<file path="src/rtl/lrgf_pkg.sv">
// ----------------------------------------------------------------------------
// lrgf_pkg: shared types and constants for the latching relay controller
// Reset defaults of the setup registers, register indexes and the result
// record that travels from the state machine to the output ports.
// ----------------------------------------------------------------------------
`default_nettype none

package lrgf_pkg;

    localparam int TIMER_BITS_DEFAULT = 20;

    // setup port
    localparam int CFG_INDEX_W = 3;
    localparam int CFG_DATA_W  = 20;
    localparam int DUR_REG_W   = 20;
    localparam int LIMIT_W     = 8;
    localparam int TALLY_W     = 8;

    localparam logic [CFG_INDEX_W-1:0] CFG_PULSE_TICKS       = 3'd0;
    localparam logic [CFG_INDEX_W-1:0] CFG_FAULT_DELAY_TICKS = 3'd1;
    localparam logic [CFG_INDEX_W-1:0] CFG_PROBATION_TICKS   = 3'd2;
    localparam logic [CFG_INDEX_W-1:0] CFG_FAULT_LIMIT       = 3'd3;

    // defaults assume a 1 ms tick
    localparam logic [DUR_REG_W-1:0] PULSE_TICKS_RST       = 20'd150;
    localparam logic [DUR_REG_W-1:0] FAULT_DELAY_TICKS_RST = 20'd15000;
    localparam logic [DUR_REG_W-1:0] PROBATION_TICKS_RST   = 20'd10000;
    localparam logic [LIMIT_W-1:0]   FAULT_LIMIT_RST       = 8'd20;

    typedef struct packed {
        logic               set_coil;
        logic               reset_coil;
        logic [2:0]         mode_code;
        logic [TALLY_W-1:0] faults_seen;
        logic               locked_out;
    } res_t;

endpackage

`default_nettype wire

</file>
<file path="src/rtl/latching_relay_ground_fault_fsm.sv">
// a request waits in the input register, then its result is registered in
// the result register behind m_valid; throughput is one request per cycle
// while m_ready is high; a stalled result holds one more request in the
// input register, after which s_ready stays low until m_ready returns
// reset: synchronous active-low aresetn clears state, the fault tally, the
// valid flags and restores the setup register defaults
// ----------------------------------------------------------------------------
// latching_relay_ground_fault_fsm: latching relay controller, top level
// Input register, relay state machine with result register, setup registers
// and the valid/ready flow control around them.
// ----------------------------------------------------------------------------
`default_nettype none

module latching_relay_ground_fault_fsm
    import lrgf_pkg::*;
#(
    parameter int TIMER_BITS = TIMER_BITS_DEFAULT
) (
    input  wire                    aclk,
    input  wire                    aresetn,
    // setup port
    input  wire                    cfg_wen,
    input  wire [CFG_INDEX_W-1:0]  cfg_index,
    input  wire [CFG_DATA_W-1:0]   cfg_wdata,
    // tick requests in
    input  wire                    s_valid,
    output logic                   s_ready,
    input  wire                    s_request_a,
    input  wire                    s_request_b,
    input  wire                    s_ground_fault,
    // results out
    output logic                   m_valid,
    input  wire                    m_ready,
    output logic                   m_set_coil,
    output logic                   m_reset_coil,
    output logic [2:0]             m_mode_code,
    output logic [TALLY_W-1:0]     m_faults_seen,
    output logic                   m_locked_out
);

    logic [TIMER_BITS-1:0] pulse_ticks;
    logic [TIMER_BITS-1:0] fault_delay_ticks;
    logic [TIMER_BITS-1:0] probation_ticks;
    logic [LIMIT_W-1:0]    trip_limit;

    // input register
    logic in_vld_reg, in_vld_next;
    logic req_a_reg, req_b_reg, gf_reg;

    // output handshake
    logic m_valid_reg, m_valid_next;

    logic adv;
    logic s_fire;
    res_t res;

    // the held request moves into the state machine whenever the result
    // register is free or being drained this cycle
    assign adv    = in_vld_reg && (!m_valid_reg || m_ready);
    assign s_ready = !in_vld_reg || adv;
    assign s_fire = s_valid && s_ready;

    always_comb begin
        in_vld_next = in_vld_reg;
        if (s_fire) begin
            in_vld_next = 1'b1;
        end else if (adv) begin
            in_vld_next = 1'b0;
        end
    end

    always_comb begin
        m_valid_next = m_valid_reg;
        if (adv) begin
            m_valid_next = 1'b1;
        end else if (m_ready) begin
            m_valid_next = 1'b0;
        end
    end

    always_ff @(posedge aclk) begin
        if (!aresetn) begin
            in_vld_reg  <= 1'b0;
            m_valid_reg <= 1'b0;
        end else begin
            in_vld_reg  <= in_vld_next;
            m_valid_reg <= m_valid_next;
        end
    end

    // payload of the held request, no reset needed
    always_ff @(posedge aclk) begin
        if (s_fire) begin
            req_a_reg <= s_request_a;
            req_b_reg <= s_request_b;
            gf_reg    <= s_ground_fault;
        end
    end

    lrgf_cfg_regs #(
        .TIMER_BITS (TIMER_BITS)
    ) u_cfg (
        .aclk              (aclk),
        .aresetn           (aresetn),
        .cfg_wen           (cfg_wen),
        .cfg_index         (cfg_index),
        .cfg_wdata         (cfg_wdata),
        .pulse_ticks       (pulse_ticks),
        .fault_delay_ticks (fault_delay_ticks),
        .probation_ticks   (probation_ticks),
        .trip_limit        (trip_limit)
    );

    lrgf_core #(
        .TIMER_BITS (TIMER_BITS)
    ) u_core (
        .aclk              (aclk),
        .aresetn           (aresetn),
        .adv               (adv),
        .request_a         (req_a_reg),
        .request_b         (req_b_reg),
        .ground_fault      (gf_reg),
        .pulse_ticks       (pulse_ticks),
        .fault_delay_ticks (fault_delay_ticks),
        .probation_ticks   (probation_ticks),
        .trip_limit        (trip_limit),
        .res               (res)
    );

    // result fields straight from the result register
    assign m_valid       = m_valid_reg;
    assign m_set_coil    = res.set_coil;
    assign m_reset_coil  = res.reset_coil;
    assign m_mode_code   = res.mode_code;
    assign m_faults_seen = res.faults_seen;
    assign m_locked_out  = res.locked_out;

endmodule

`default_nettype wire

</file>
<file path="src/rtl/lrgf_cfg_regs.sv">
// ----------------------------------------------------------------------------
// lrgf_cfg_regs: setup registers
// Pulse length, fault wait, probation window and fault limit, written through
// a plain write port; durations are kept at the timer width.
// ----------------------------------------------------------------------------
`default_nettype none

module lrgf_cfg_regs
    import lrgf_pkg::*;
#(
    parameter int TIMER_BITS = TIMER_BITS_DEFAULT
) (
    input  wire                    aclk,
    input  wire                    aresetn,
    input  wire                    cfg_wen,
    input  wire [CFG_INDEX_W-1:0]  cfg_index,
    input  wire [CFG_DATA_W-1:0]   cfg_wdata,
    output logic [TIMER_BITS-1:0]  pulse_ticks,
    output logic [TIMER_BITS-1:0]  fault_delay_ticks,
    output logic [TIMER_BITS-1:0]  probation_ticks,
    output logic [LIMIT_W-1:0]     trip_limit
);

    localparam int DUR_W = (TIMER_BITS < DUR_REG_W) ? TIMER_BITS : DUR_REG_W;

    logic [TIMER_BITS-1:0] pulse_reg;
    logic [TIMER_BITS-1:0] delay_reg;
    logic [TIMER_BITS-1:0] prob_reg;
    logic [LIMIT_W-1:0]    limit_reg;
    logic [TIMER_BITS-1:0] wdata_dur;

    // keep the bits both the register and the timer can hold
    assign wdata_dur = TIMER_BITS'(cfg_wdata[DUR_W-1:0]);

    always_ff @(posedge aclk) begin
        if (!aresetn) begin
            pulse_reg <= TIMER_BITS'(PULSE_TICKS_RST[DUR_W-1:0]);
            delay_reg <= TIMER_BITS'(FAULT_DELAY_TICKS_RST[DUR_W-1:0]);
            prob_reg  <= TIMER_BITS'(PROBATION_TICKS_RST[DUR_W-1:0]);
            limit_reg <= FAULT_LIMIT_RST;
        end else if (cfg_wen) begin
            unique case (cfg_index)
                CFG_PULSE_TICKS:       pulse_reg <= wdata_dur;
                CFG_FAULT_DELAY_TICKS: delay_reg <= wdata_dur;
                CFG_PROBATION_TICKS:   prob_reg  <= wdata_dur;
                CFG_FAULT_LIMIT:       limit_reg <= cfg_wdata[LIMIT_W-1:0];
                default: ;
            endcase
        end
    end

    assign pulse_ticks       = pulse_reg;
    assign fault_delay_ticks = delay_reg;
    assign probation_ticks   = prob_reg;
    assign trip_limit        = limit_reg;

endmodule

`default_nettype wire

</file>
<file path="src/rtl/lrgf_core.sv">
// ----------------------------------------------------------------------------
// lrgf_core: relay state machine
// One tick per advance: updates mode, pulse phase, tick timer and fault tally
// and registers the result record that shows the state after the update.
// ----------------------------------------------------------------------------
`default_nettype none

module lrgf_core
    import lrgf_pkg::*;
#(
    parameter int TIMER_BITS = TIMER_BITS_DEFAULT
) (
    input  wire                   aclk,
    input  wire                   aresetn,
    input  wire                   adv,
    input  wire                   request_a,
    input  wire                   request_b,
    input  wire                   ground_fault,
    input  wire [TIMER_BITS-1:0]  pulse_ticks,
    input  wire [TIMER_BITS-1:0]  fault_delay_ticks,
    input  wire [TIMER_BITS-1:0]  probation_ticks,
    input  wire [LIMIT_W-1:0]     trip_limit,
    output res_t                  res
);

    typedef enum logic [2:0] {
        MODE_OFF       = 3'd0,
        MODE_ENABLING  = 3'd1,
        MODE_ON        = 3'd2,
        MODE_DISABLING = 3'd3,
        MODE_SOFT      = 3'd4,
        MODE_LOCK      = 3'd5,
        MODE_PROBATION = 3'd6
    } mode_t;

    mode_t                 mode_reg, mode_next, fault_mode;
    logic                  phase_reg, phase_next;
    logic [TIMER_BITS-1:0] tick_reg, tick_next, tick_inc;
    logic [TALLY_W-1:0]    tally_reg, tally_next, tally_sat;
    res_t                  res_reg, res_next;
    logic                  want;

    assign want      = request_a && request_b;
    assign tick_inc  = tick_reg + 1'b1;
    assign tally_sat = (tally_reg == {TALLY_W{1'b1}}) ? tally_reg : tally_reg + 1'b1;
    assign fault_mode = (tally_sat >= trip_limit) ? MODE_LOCK : MODE_SOFT;

    always_comb begin
        mode_next  = mode_reg;
        phase_next = phase_reg;
        tick_next  = tick_reg;
        tally_next = tally_reg;
        unique case (mode_reg) inside
            MODE_ENABLING, MODE_DISABLING: begin
                if (ground_fault) begin
                    tally_next = tally_sat;
                    mode_next  = fault_mode;
                    phase_next = 1'b0;
                    tick_next  = '0;
                end else begin
                    tick_next = tick_inc;
                    if (tick_inc >= pulse_ticks) begin
                        tick_next  = '0;
                        phase_next = 1'b0;
                        if (!phase_reg) begin
                            phase_next = 1'b1;
                        end else if (mode_reg == MODE_DISABLING) begin
                            mode_next = MODE_OFF;
                        end else begin
                            mode_next = (tally_reg == '0) ? MODE_ON : MODE_PROBATION;
                        end
                    end
                end
            end
            MODE_ON: begin
                if (!want) begin
                    mode_next  = MODE_DISABLING;
                    phase_next = 1'b0;
                    tick_next  = '0;
                end else if (ground_fault) begin
                    tally_next = tally_sat;
                    mode_next  = fault_mode;
                    phase_next = 1'b0;
                    tick_next  = '0;
                end
            end
            MODE_SOFT: begin
                tick_next = tick_inc;
                if (tick_inc >= fault_delay_ticks) begin
                    mode_next  = MODE_ENABLING;
                    phase_next = 1'b0;
                    tick_next  = '0;
                end
            end
            MODE_LOCK: ;
            MODE_PROBATION: begin
                if (!want) begin
                    tally_next = '0;
                    mode_next  = MODE_DISABLING;
                    phase_next = 1'b0;
                    tick_next  = '0;
                end else if (ground_fault) begin
                    tally_next = tally_sat;
                    mode_next  = fault_mode;
                    phase_next = 1'b0;
                    tick_next  = '0;
                end else begin
                    tick_next = tick_inc;
                    if (tick_inc >= probation_ticks) begin
                        tally_next = '0;
                        mode_next  = MODE_ON;
                        phase_next = 1'b0;
                        tick_next  = '0;
                    end
                end
            end
            default: begin
                // off, and the unused code taken as off
                mode_next = MODE_OFF;
                if (want) begin
                    mode_next  = MODE_ENABLING;
                    phase_next = 1'b0;
                    tick_next  = '0;
                end
            end
        endcase
    end

    always_comb begin
        res_next.set_coil    = ((mode_next == MODE_ENABLING) && phase_next) ||
                               ((mode_next == MODE_DISABLING) && !phase_next);
        res_next.reset_coil  = ((mode_next == MODE_ENABLING) && !phase_next) ||
                               ((mode_next == MODE_DISABLING) && phase_next);
        res_next.mode_code   = mode_next;
        res_next.faults_seen = tally_next;
        res_next.locked_out  = (mode_next == MODE_LOCK);
    end

    always_ff @(posedge aclk) begin
        if (!aresetn) begin
            mode_reg  <= MODE_OFF;
            phase_reg <= 1'b0;
            tick_reg  <= '0;
            tally_reg <= '0;
        end else if (adv) begin
            mode_reg  <= mode_next;
            phase_reg <= phase_next;
            tick_reg  <= tick_next;
            tally_reg <= tally_next;
            res_reg   <= res_next;
        end
    end

    assign res = res_reg;

    // lockout is left only by reset
    a_lock_holds: assert property (@(posedge aclk) disable iff (!aresetn)
        (mode_reg == MODE_LOCK) |=> (mode_reg == MODE_LOCK))
        else $error("lockout left without reset");

    // plain on state only with a clear tally
    a_on_clear_tally: assert property (@(posedge aclk) disable iff (!aresetn)
        (mode_reg == MODE_ON) |-> (tally_reg == '0))
        else $error("on with nonzero fault tally");

    // result record tracks the state it was built from
    a_res_matches_state: assert property (@(posedge aclk) disable iff (!aresetn)
        $past(adv) |-> (res_reg.mode_code == mode_reg &&
                        res_reg.faults_seen == tally_reg))
        else $error("result out of step with state");

    a_coils_exclusive: assert property (@(posedge aclk) disable iff (!aresetn)
        $past(adv) |-> !(res_reg.set_coil && res_reg.reset_coil))
        else $error("both coils driven");

    a_timer_idle: assert property (@(posedge aclk) disable iff (!aresetn)
        !adv |=> $stable(tick_reg))
        else $error("timer moved without a tick");

endmodule

`default_nettype wire

</file>
<file path="config.mk">
export PLATFORM = sky130hd
export DESIGN_NAME = latching_relay_ground_fault_fsm
export DESIGN_NICKNAME = d
export VERILOG_FILES = /design/src/rtl/lrgf_pkg.sv /design/src/rtl/latching_relay_ground_fault_fsm.sv /design/src/rtl/lrgf_cfg_regs.sv /design/src/rtl/lrgf_core.sv
export SDC_FILE = /design/constraint.sdc
export NUM_CORES = 1
export LEC_CHECK = 0
export BUFFER_PORTS_ARGS = -buffer_cell sky130_fd_sc_hd__buf_2
export CORE_MARGIN = 4
export CORE_UTILIZATION = 61
export CTS_CLUSTER_SIZE = 40
export DETAILED_ROUTE_END_ITERATION = 10
export HOLD_SLACK_MARGIN = 0.12
export PLACE_DENSITY = 0.82
export SLEW_MARGIN = 5
export SYNTH_ARGS = -nofsm -noshare
export SYNTH_HDL_FRONTEND = slang
export SYNTH_SLANG_ARGS = --single-unit
</file>
<file path="constraint.sdc">
create_clock -name aclk -period 5.7 [get_ports aclk]
set_clock_uncertainty 0.15 [all_clocks]
set_input_delay 1.14 -clock aclk [delete_from_list [all_inputs] [get_ports aclk]]
set_output_delay 1.14 -clock aclk [all_outputs]
set_load 0.005 [all_outputs]
</file>
==> results.txt, run 1 <==
Share of cells above drive strength 1: 9.649%
CP Cell Sequence: nand3_1, or2_1, nor2_1, nand2_1, nor3_1, nand3_1, xnor2_1, ha_1, and4_1, a221oi_1, o21ai_1, or4_4, o221ai_4, and2_1, a22o_1
Fin crit period: 5052 ps
Hold Buf Count CTS: 0
Total grt overflow: 0
Core area: 11470 um2
Later-pin clock latency in the skew report: 420 ps
Height of the chip: 116.6 um
Port Buffers: 46
Crit share post-route: 88.63%
Slowest cell delay on critical path: 550 ps
Net Switching: 476.1 uW
DR iter-0 viols: 463
Synth Cell Area: 7199 um2
Comb power frac: 7.8%
Crit path arrival time: 5260 ps
CTS tree: yes
Buffers and inverters on the worst path: 0
Global placer's final weighted congestion: 0.8977
Top cell type's share of synthesized area: 28.36%
Final Cell Area: 7983 um2
Total CTS buffers: 17
Synth cell types: 71
Worst-Margin Slew: 1127 ps
Hold Path Cell Cnt: 2
Clk network pwr share: 48.1%
Worst min-delay path class: reg2reg
Top post-synthesis cells by area: dfxtp_1 28%, ha_1 12%, nand2_1 8.9%, edfxtp_1 7.1%, a21boi_0 5.3%
EDFF count, synth: 17
Slowest CP cell: nor3_1
Row cnt: 39
CP top delay family: simple AND/OR/NAND/NOR gates
Drt pass-1 iters: 5
Post-synthesis mux area share: 0.7125%
Most used DFF post-synth: dfxtp_1
Simple-gate share of the synthesized area: 20.40%
Layout Nets: 1003
CP Capture Type: flip-flop
Chip width: 116.6 um
Cell area after placement: 7457 um2
Routed Antenna Nets: 0
# IOs: 47
# resized after CTS: 0
Switching Share: 23.57%
N_diodes: 0
Crit start category: flip-flop
Clock Sinks: 119
Sequential share of the synthesized area: 35.45%
# Max-Cap Violations: 0
Syn nets: 980
Clk slew on worst S/H paths: 50 ps
Htree depth: 4
Largest family of logic cells by synthesized area: compound AO/OA/AOI/OAI gates
Final Hold Fails: 0
Max Slew Vio Count: 0
Starting Density: 62.78%
Initial antenna violation count: 0
First-pass GRT wire length: 29350 um
Post-Synth Adder-Cell Area: 12.34%
Status: complete, no violations
DIE AREA: 13600 um2
Cell taking the most area after synthesis: dfxtp_1
CP most frequent cell: nand3_1
Leak: 0.003307 uW
CP Class: reg2reg
Fillers: 928
Reg2reg setup slack: 650 ps
Area Growth Syn to Fin: 10.88%
Via count: 6220
Vias/cell: 5.896
Syn. warnings: 0
Seq cells post-synth: 119
Post CTS Setup Buffer Count: 0
RSZ-0062 raised after global routing: no
Hpwl dp: 12160 um
Maximum vdd drop: 0.4053 mV
Syn_area_per_cell: 8.200 um2
Worst slew margin: 24.86%
Part of the power in registers: 44.0%
CTS max path bufs: 2
Vias in the first global route: 6101
Total Routing Usage GR: 27.50%
Synth Instances: 878
Final setup violation count: 0
Commonest cells after routing, fill and taps aside: 171 x nand2_1, 102 x dfxtp_1, 74 x inv_1
P_int: 1544 uW
Largest net degree at the start of global routing: 62
CP required: 5910 ps
Total Neg Setup Slack: 0 ps
Async set or reset register ratio after synthesis: 0%
PwrDens: 253.1 nW/um2
Root Buffer: clkbuf_16
DRC: 0
Drt total wl: 17220 um
Compound-cell area share of the yosys netlist: 22.04%
WL/cell: 16.32 um
XOR/XNOR Fraction of Synth Area: 2.555%
Maximum achievable frequency: 0.1979 GHz
R2R cell count: 15
Commonest non-fill, non-tap cell in the layout: nand2_1
WP depth: 15
Worst-path maximum fanout: 14
==> per-layer routing <==
layer	share of wire (%)	track usage [%]
met3	6.3	5.855
met1	43	34.53
met5	0	0
met2	48	45.80
met4	3.0	11.77
==> power groups by stage <==
stage          clock network [uW]  logic (uW)  registers, uW
6_report                      972         158            890
5_1_grt                      1020         179            891
4_1_cts                       977         157            889
3_5_place_dp                    0         156            906
3_3_place_gp                    0         153            906
2_1_floorplan                   0         111            898
==> Yosys cell counts, drive strengths merged (15+ instances only) <==
library cell / count
dfxtp: 102
inv: 75
nor2: 37
nand3: 28
xnor2: 15
a21oi: 36
o21ai: 33
clkbuf: 41
o211ai: 21
edfxtp: 17
ha: 71
a21boi: 53
nand2: 171
==> final cells by class <==
class / instances / area (um2) / share of cell area, %
multi-input cells: 638 / 4184 / 52.41
flip-flops and latches: 119 / 2552 / 31.97
clock buffers: 25 / 475.5 / 5.956
inverters: 75 / 281.5 / 3.527
repair buffers: 50 / 260.3 / 3.260
well taps: 143 / 178.9 / 2.241
clock inverters: 5 / 50.05 / 0.6270
==> through the flow <==
step | util [%] | hold WS [ps] | setup WS [ps] | total power, uW | std cells
after detailed placement | 65.03 | 306.3 | 728.5 | 1062 | 1025
after floorplan | - | 293.5 | 1242 | 1008 | 878
final | 69.61 | 312.3 | 647.9 | 2020 | 1055
after global routing | 69.61 | 332.5 | 248.7 | 2091 | 1055
after global placement | 65.03 | 299.8 | 902.2 | 1059 | 1025
after CTS | 69.61 | 314.0 | 706.5 | 2023 | 1055
==> cells by family after synthesis <==
family,after synthesis
simple gates,319
compound gates,222
buf+inv,121
flops,119
fa+ha+maj,71
xor+xnor,21
mux,5
==> worst min-delay path: stages, from the launching register on <==
cell      delay, ps
dfxtp_1         310
nand2_1          50
a21boi_0         60
==> final timing paths <==
path | startpoint | to
worst max register to register | u_core.tick_reg[0] | u_core.tick_reg[17]
worst min register to register | u_cfg.pulse_ticks[6] | u_cfg.pulse_ticks[6]
worst max-delay path | u_core.tick_reg[0] | u_core.tick_reg[17]
worst min-delay path | u_cfg.pulse_ticks[6] | u_cfg.pulse_ticks[6]
Note: power is estimated with default switching activity, not from simulation.
==> run 2, diff against run 1 <==
CELL_PAD_IN_SITES_DETAIL_PLACEMENT = 0   (was default)
CELL_PAD_IN_SITES_GLOBAL_PLACEMENT = 2   (was default)
CORE_UTILIZATION = 37   (was 61)
==> run 2 against run 1 <==
Critical path depth unchanged. First-iteration DRC count decreased by 44%. Fmax decreased by 3.8%. Sequential share of layout area decreased by 0.79 points. Utilization decreased by 26 points.
==> results.txt, run 2 (synthesis gave the netlist of run 1 again) <==
Buffers and inverters on the worst path: 0
DP Cell Count: 1144
Clock Sinks: 119
P_int: 1589 uW
First-pass GRT wire length: 31510 um
Net Switching: 514.3 uW
Hold EP: u_cfg.probation_ticks[12]
Reg-to-reg critical path endpoint: u_core.tick_reg[13]
Total CTS buffers: 17
CP Cell Sequence: nand3_1, or2_1, nor2_1, nand2_1, nor3_1, nand3_1, xnor2_1, ha_1, and4_1, a221oi_1, o21ai_1, or4_4, o221ai_4, and2_1, a221o_1
CP Class: reg2reg
Worst-Margin Slew: 1112 ps
Cell area after placement: 7619 um2
Vias/cell: 5.111
Comb power frac: 7.7%
Commonest cells after routing, fill and taps aside: 171 x nand2_1, 102 x dfxtp_1, 74 x inv_1
Core area: 18890 um2
CP Capture Type: flip-flop
Global placer's final weighted congestion: 0.7921
Total Routing Usage GR: 18.19%
Maximum vdd drop: 0.2036 mV
# Max-Cap Violations: 0
Final setup violation count: 0
Drt total wl: 19290 um
Status: complete, no violations
Worst slew margin: 25.85%
RSZ-0062 raised after global routing: no
DRC: 0
Total grt overflow: 0
Clk network pwr share: 50.0%
Share of cells above drive strength 1: 10.38%
Crit path arrival time: 5450 ps
Crit start category: flip-flop
Post CTS Setup Buffer Count: 0
Height of the chip: 147.5 um
Port Buffers: 46
Clk slew on worst S/H paths: 60 ps
Hpwl dp: 13700 um
Worst min-delay path class: reg2reg
Row cnt: 50
# resized after CTS: 0
Via count: 6006
Routed Antenna Nets: 0
Reg2reg setup slack: 450 ps
Vias in the first global route: 5910
DR iter-0 viols: 259
Later-pin clock latency in the skew report: 420 ps
CTS tree: yes
Worst r2r src: u_core.tick_reg[0]
WL/cell: 16.41 um
# IOs: 47
Hold Buf Count CTS: 0
Slowest CP cell: nor3_1
Crit. Startpoint: u_core.tick_reg[0]
Worst-path maximum fanout: 14
Htree depth: 4
WHS: 314.1 ps
Chip width: 147.5 um
Initial antenna violation count: 0
Switching Share: 24.45%
CP required: 5900 ps
Crit share post-route: 92.18%
Drt pass-1 iters: 5
CP top delay family: simple AND/OR/NAND/NOR gates
Starting Density: 38.11%
Commonest non-fill, non-tap cell in the layout: nand2_1
Area Growth Syn to Fin: 13.68%
Final Hold Fails: 0
CTS max path bufs: 2
Layout Nets: 1005
Hold path startpoint: u_cfg.probation_ticks[12]
Slowest cell delay on critical path: 620 ps
PwrDens: 257.0 nW/um2
N_diodes: 0
Final Non-Filler Cells: 1175
Root Buffer: clkbuf_16
Final Cell Area: 8184 um2
CP most frequent cell: nand3_1
Leak: 0.003335 uW
DIE AREA: 21750 um2
Largest net degree at the start of global routing: 85
R2R cell count: 15
Fin crit period: 5254 ps
Total Neg Setup Slack: 0 ps
Max Slew Vio Count: 0
Hold Path Cell Cnt: 2
Part of the power in registers: 42.3%
Maximum achievable frequency: 0.1903 GHz
==> run 2: per-layer routing <==
metal / GRT usage (%) / vias up / share of wire, %
li1: - / 3114 / -
met1: 24.62 / 2810 / 50
met2: 29.72 / 67 / 46
met3: 3.771 / 15 / 2.7
met4: 4.706 / 0 / 1.2
met5: 0 / - / 0
==> run 2: worst max path at each step <==
stage	to	cells after the start	slack [ps]
5_1_grt	u_core.res[12]	16	20
3_5_place_dp	u_core.tick_reg[13]	15	500
6_report	u_core.tick_reg[13]	15	450
4_1_cts	u_core.tick_reg[13]	15	410
2_1_floorplan	u_core.res[12]	18	1240
3_3_place_gp	u_core.res[12]	16	670
==> run 2: layout make-up <==
cell class | count | area, um2
fill | 1976 | 10710
clock inverter | 10 | 105.1
timing repair buffer | 52 | 275.3
tap | 260 | 325.3
inverter | 75 | 281.5
sequential | 119 | 2552
multi-input combinational | 638 | 4184
clock buffer | 21 | 460.4
==> run 2: through the flow <==
step / setup slack [ps] / total power, uW / util, %
6_report: 445.8 / 2104 / 43.32
5_1_grt: 20.40 / 2184 / 43.32
4_1_cts: 412.2 / 2127 / 43.32
3_5_place_dp: 497.3 / 1070 / 40.32
3_3_place_gp: 668.1 / 1071 / 40.32
2_1_floorplan: 1242 / 1008 / -
==> run 2: power by group through the flow <==
| stage | combinational (uW) | clock, uW | sequential [uW] |
|---|---|---|---|
| after floorplan | 111 | 0 | 898 |
| after global placement | 164 | 0 | 907 |
| after detailed placement | 163 | 0 | 907 |
| after CTS | 164 | 1070 | 889 |
| after global routing | 182 | 1110 | 892 |
| final | 163 | 1050 | 889 |
==> run 2: tightest hold or removal path, stage by stage (launching register included) <==
cell and delay (ps):
dfxtp_1 310, nand2_1 50, a21boi_0 60
==> run 3, diff against run 2 <==
clock period = 5.2 ns   (was 5.7 ns; I/O delays follow)
==> run 3 against run 2 <==
Utilization up 0.36 points. Sequential power up 9.4%. Clock power up 12%. Critical path depth up 2. Combinational power up 12%. First-iteration DRC count up 18%. Die area unchanged. Largest cell class unchanged. Largest power group unchanged.
==> results.txt, run 3 (synthesis gave the netlist of run 1 again) <==
Status: complete, no violations
Total CTS buffers: 17
Hold Buf Count CTS: 0
Final setup violation count: 0
CP required: 5320 ps
Fillers: 1997
CTS tree: yes
# Max-Cap Violations: 0
Chip width: 147.5 um
Area Growth Syn to Fin: 14.63%
Crit path to: u_core.res[12]
Fin crit period: 4796 ps
WL/cell: 16.04 um
Port Buffers: 46
Reg-to-reg critical path endpoint: u_core.res[12]
Drt pass-1 iters: 5
Core area: 18890 um2
Final Cell Area: 8253 um2
CP Class: reg2reg
Global placer's final weighted congestion: 0.8132
Routed Antenna Nets: 0
DIE AREA: 21750 um2
Clk slew on worst S/H paths: 50 ps
Worst r2r src: u_core.tick_reg[0]
Starting Density: 38.11%
Total Routing Usage GR: 18.10%
DR iter-0 viols: 306
Later-pin clock latency in the skew report: 420 ps
Setup slack after placement: 422.4 ps
Layout Nets: 1010
CTS max path bufs: 2
Crit path arrival time: 4920 ps
# IOs: 47
Largest net degree at the start of global routing: 84
Root Buffer: clkbuf_16
PwrDens: 282.8 nW/um2
Crit. Startpoint: u_core.tick_reg[0]
Worst min-delay path class: reg2reg
Drt total wl: 18940 um
Leak: 0.003385 uW
Commonest cells after routing, fill and taps aside: 171 x nand2_1, 102 x dfxtp_1, 74 x inv_1
RSZ-0062 raised after global routing: no
Setup slack after layout: 403.7 ps
N_diodes: 0
Via count: 6031
Crit share post-route: 92.24%
Worst-Margin Slew: 1186 ps
Vias/cell: 5.107
Core Util, Final: 43.68%
WHS: 312.9 ps
Footprint of the multi-input gates: 4199 um2
Clock Sinks: 119
Share of cells above drive strength 1: 10.97%
DRC: 0
Maximum achievable frequency: 0.2085 GHz
Worst-path maximum fanout: 7
Worst slew margin: 20.94%
Max Slew Vio Count: 0
Reg2reg setup slack: 400 ps
Sequential standard cell area: 2552 um2
Maximum vdd drop: 0.2271 mV
Crit start category: flip-flop
Commonest non-fill, non-tap cell in the layout: nand2_1
CP Capture Type: flip-flop
First-pass GRT wire length: 31500 um
Initial antenna violation count: 0
Height of the chip: 147.5 um
R2R cell count: 17
Row cnt: 50
Total grt overflow: 0
Total Neg Setup Slack: 0 ps
Htree depth: 4
Vias in the first global route: 6008
Cell area after placement: 7656 um2
Hpwl dp: 13700 um
Final Hold Fails: 0
-- run 3: power breakdown --
group	internal (uW)	switching, uW	leakage, uW
Combinational	65.7	116	0.00212
Sequential	956	16.3	0.000982
Clock	760	420	0.000287
Total	1780	552	0.00338
-- run 3: area by class of cell --
type	count	area share, %
multi-input combinational	638	50.88
clock inverter	10	1.546
timing repair buffer	57	3.790
sequential	119	30.93
clock buffer	22	5.503
tap	260	3.942
inverter	75	3.411
-- run 3: critical path, stage by stage (launching register included) --
cell and delay, ps:
dfxtp_1 430, ha_1 270, nand3_1 190, or2_1 340, or3_1 480, nor2_1 200, nand2_1 110, xnor2_2 180
ha_1 340, nand4_1 160, nor4_1 340, a32oi_1 180, nand3_2 140, buf_4 170, nand2_1 60, a311o_1 380
or3b_1 370, a21oi_1 140
-- run 3: how the worst min path moves through the flow --
stage	to	slack, ps	cells after the start	from
6_report	u_cfg.pulse_ticks[11]	310	2	u_cfg.pulse_ticks[11]
2_1_floorplan	u_cfg.fault_delay_ticks[10]	290	2	u_cfg.fault_delay_ticks[10]
4_1_cts	u_cfg.pulse_ticks[11]	320	2	u_cfg.pulse_ticks[11]
3_5_place_dp	u_cfg.pulse_ticks[11]	310	2	u_cfg.pulse_ticks[11]
5_1_grt	u_cfg.probation_ticks[15]	340	2	u_cfg.probation_ticks[15]
3_3_place_gp	u_cfg.probation_ticks[14]	300	2	u_cfg.probation_ticks[14]
-- run 3: what timing repair did --
action,in CTS,in global routing
gates resized for setup,0,2
setup buffers,0,0
setup endpoints to repair,0,13
-- run 3: per-layer routing --
layer	share of wire (%)	wire length, um	vias up	GRT usage, %
met2	47	8886	78	29.88
li1	-	-	3133	-
met1	49	9204	2802	23.68
met5	0	0	-	0
met3	2.8	528	18	4.200
met4	1.7	320	0	5.405
-- run 3: through the flow --
stage                     total power [uW]  std cells
final                                 2334       1181
after global routing                  2436       1181
after CTS                             2370       1181
after detailed placement              1174       1149
after global placement                1175       1149
after floorplan                       1105        878
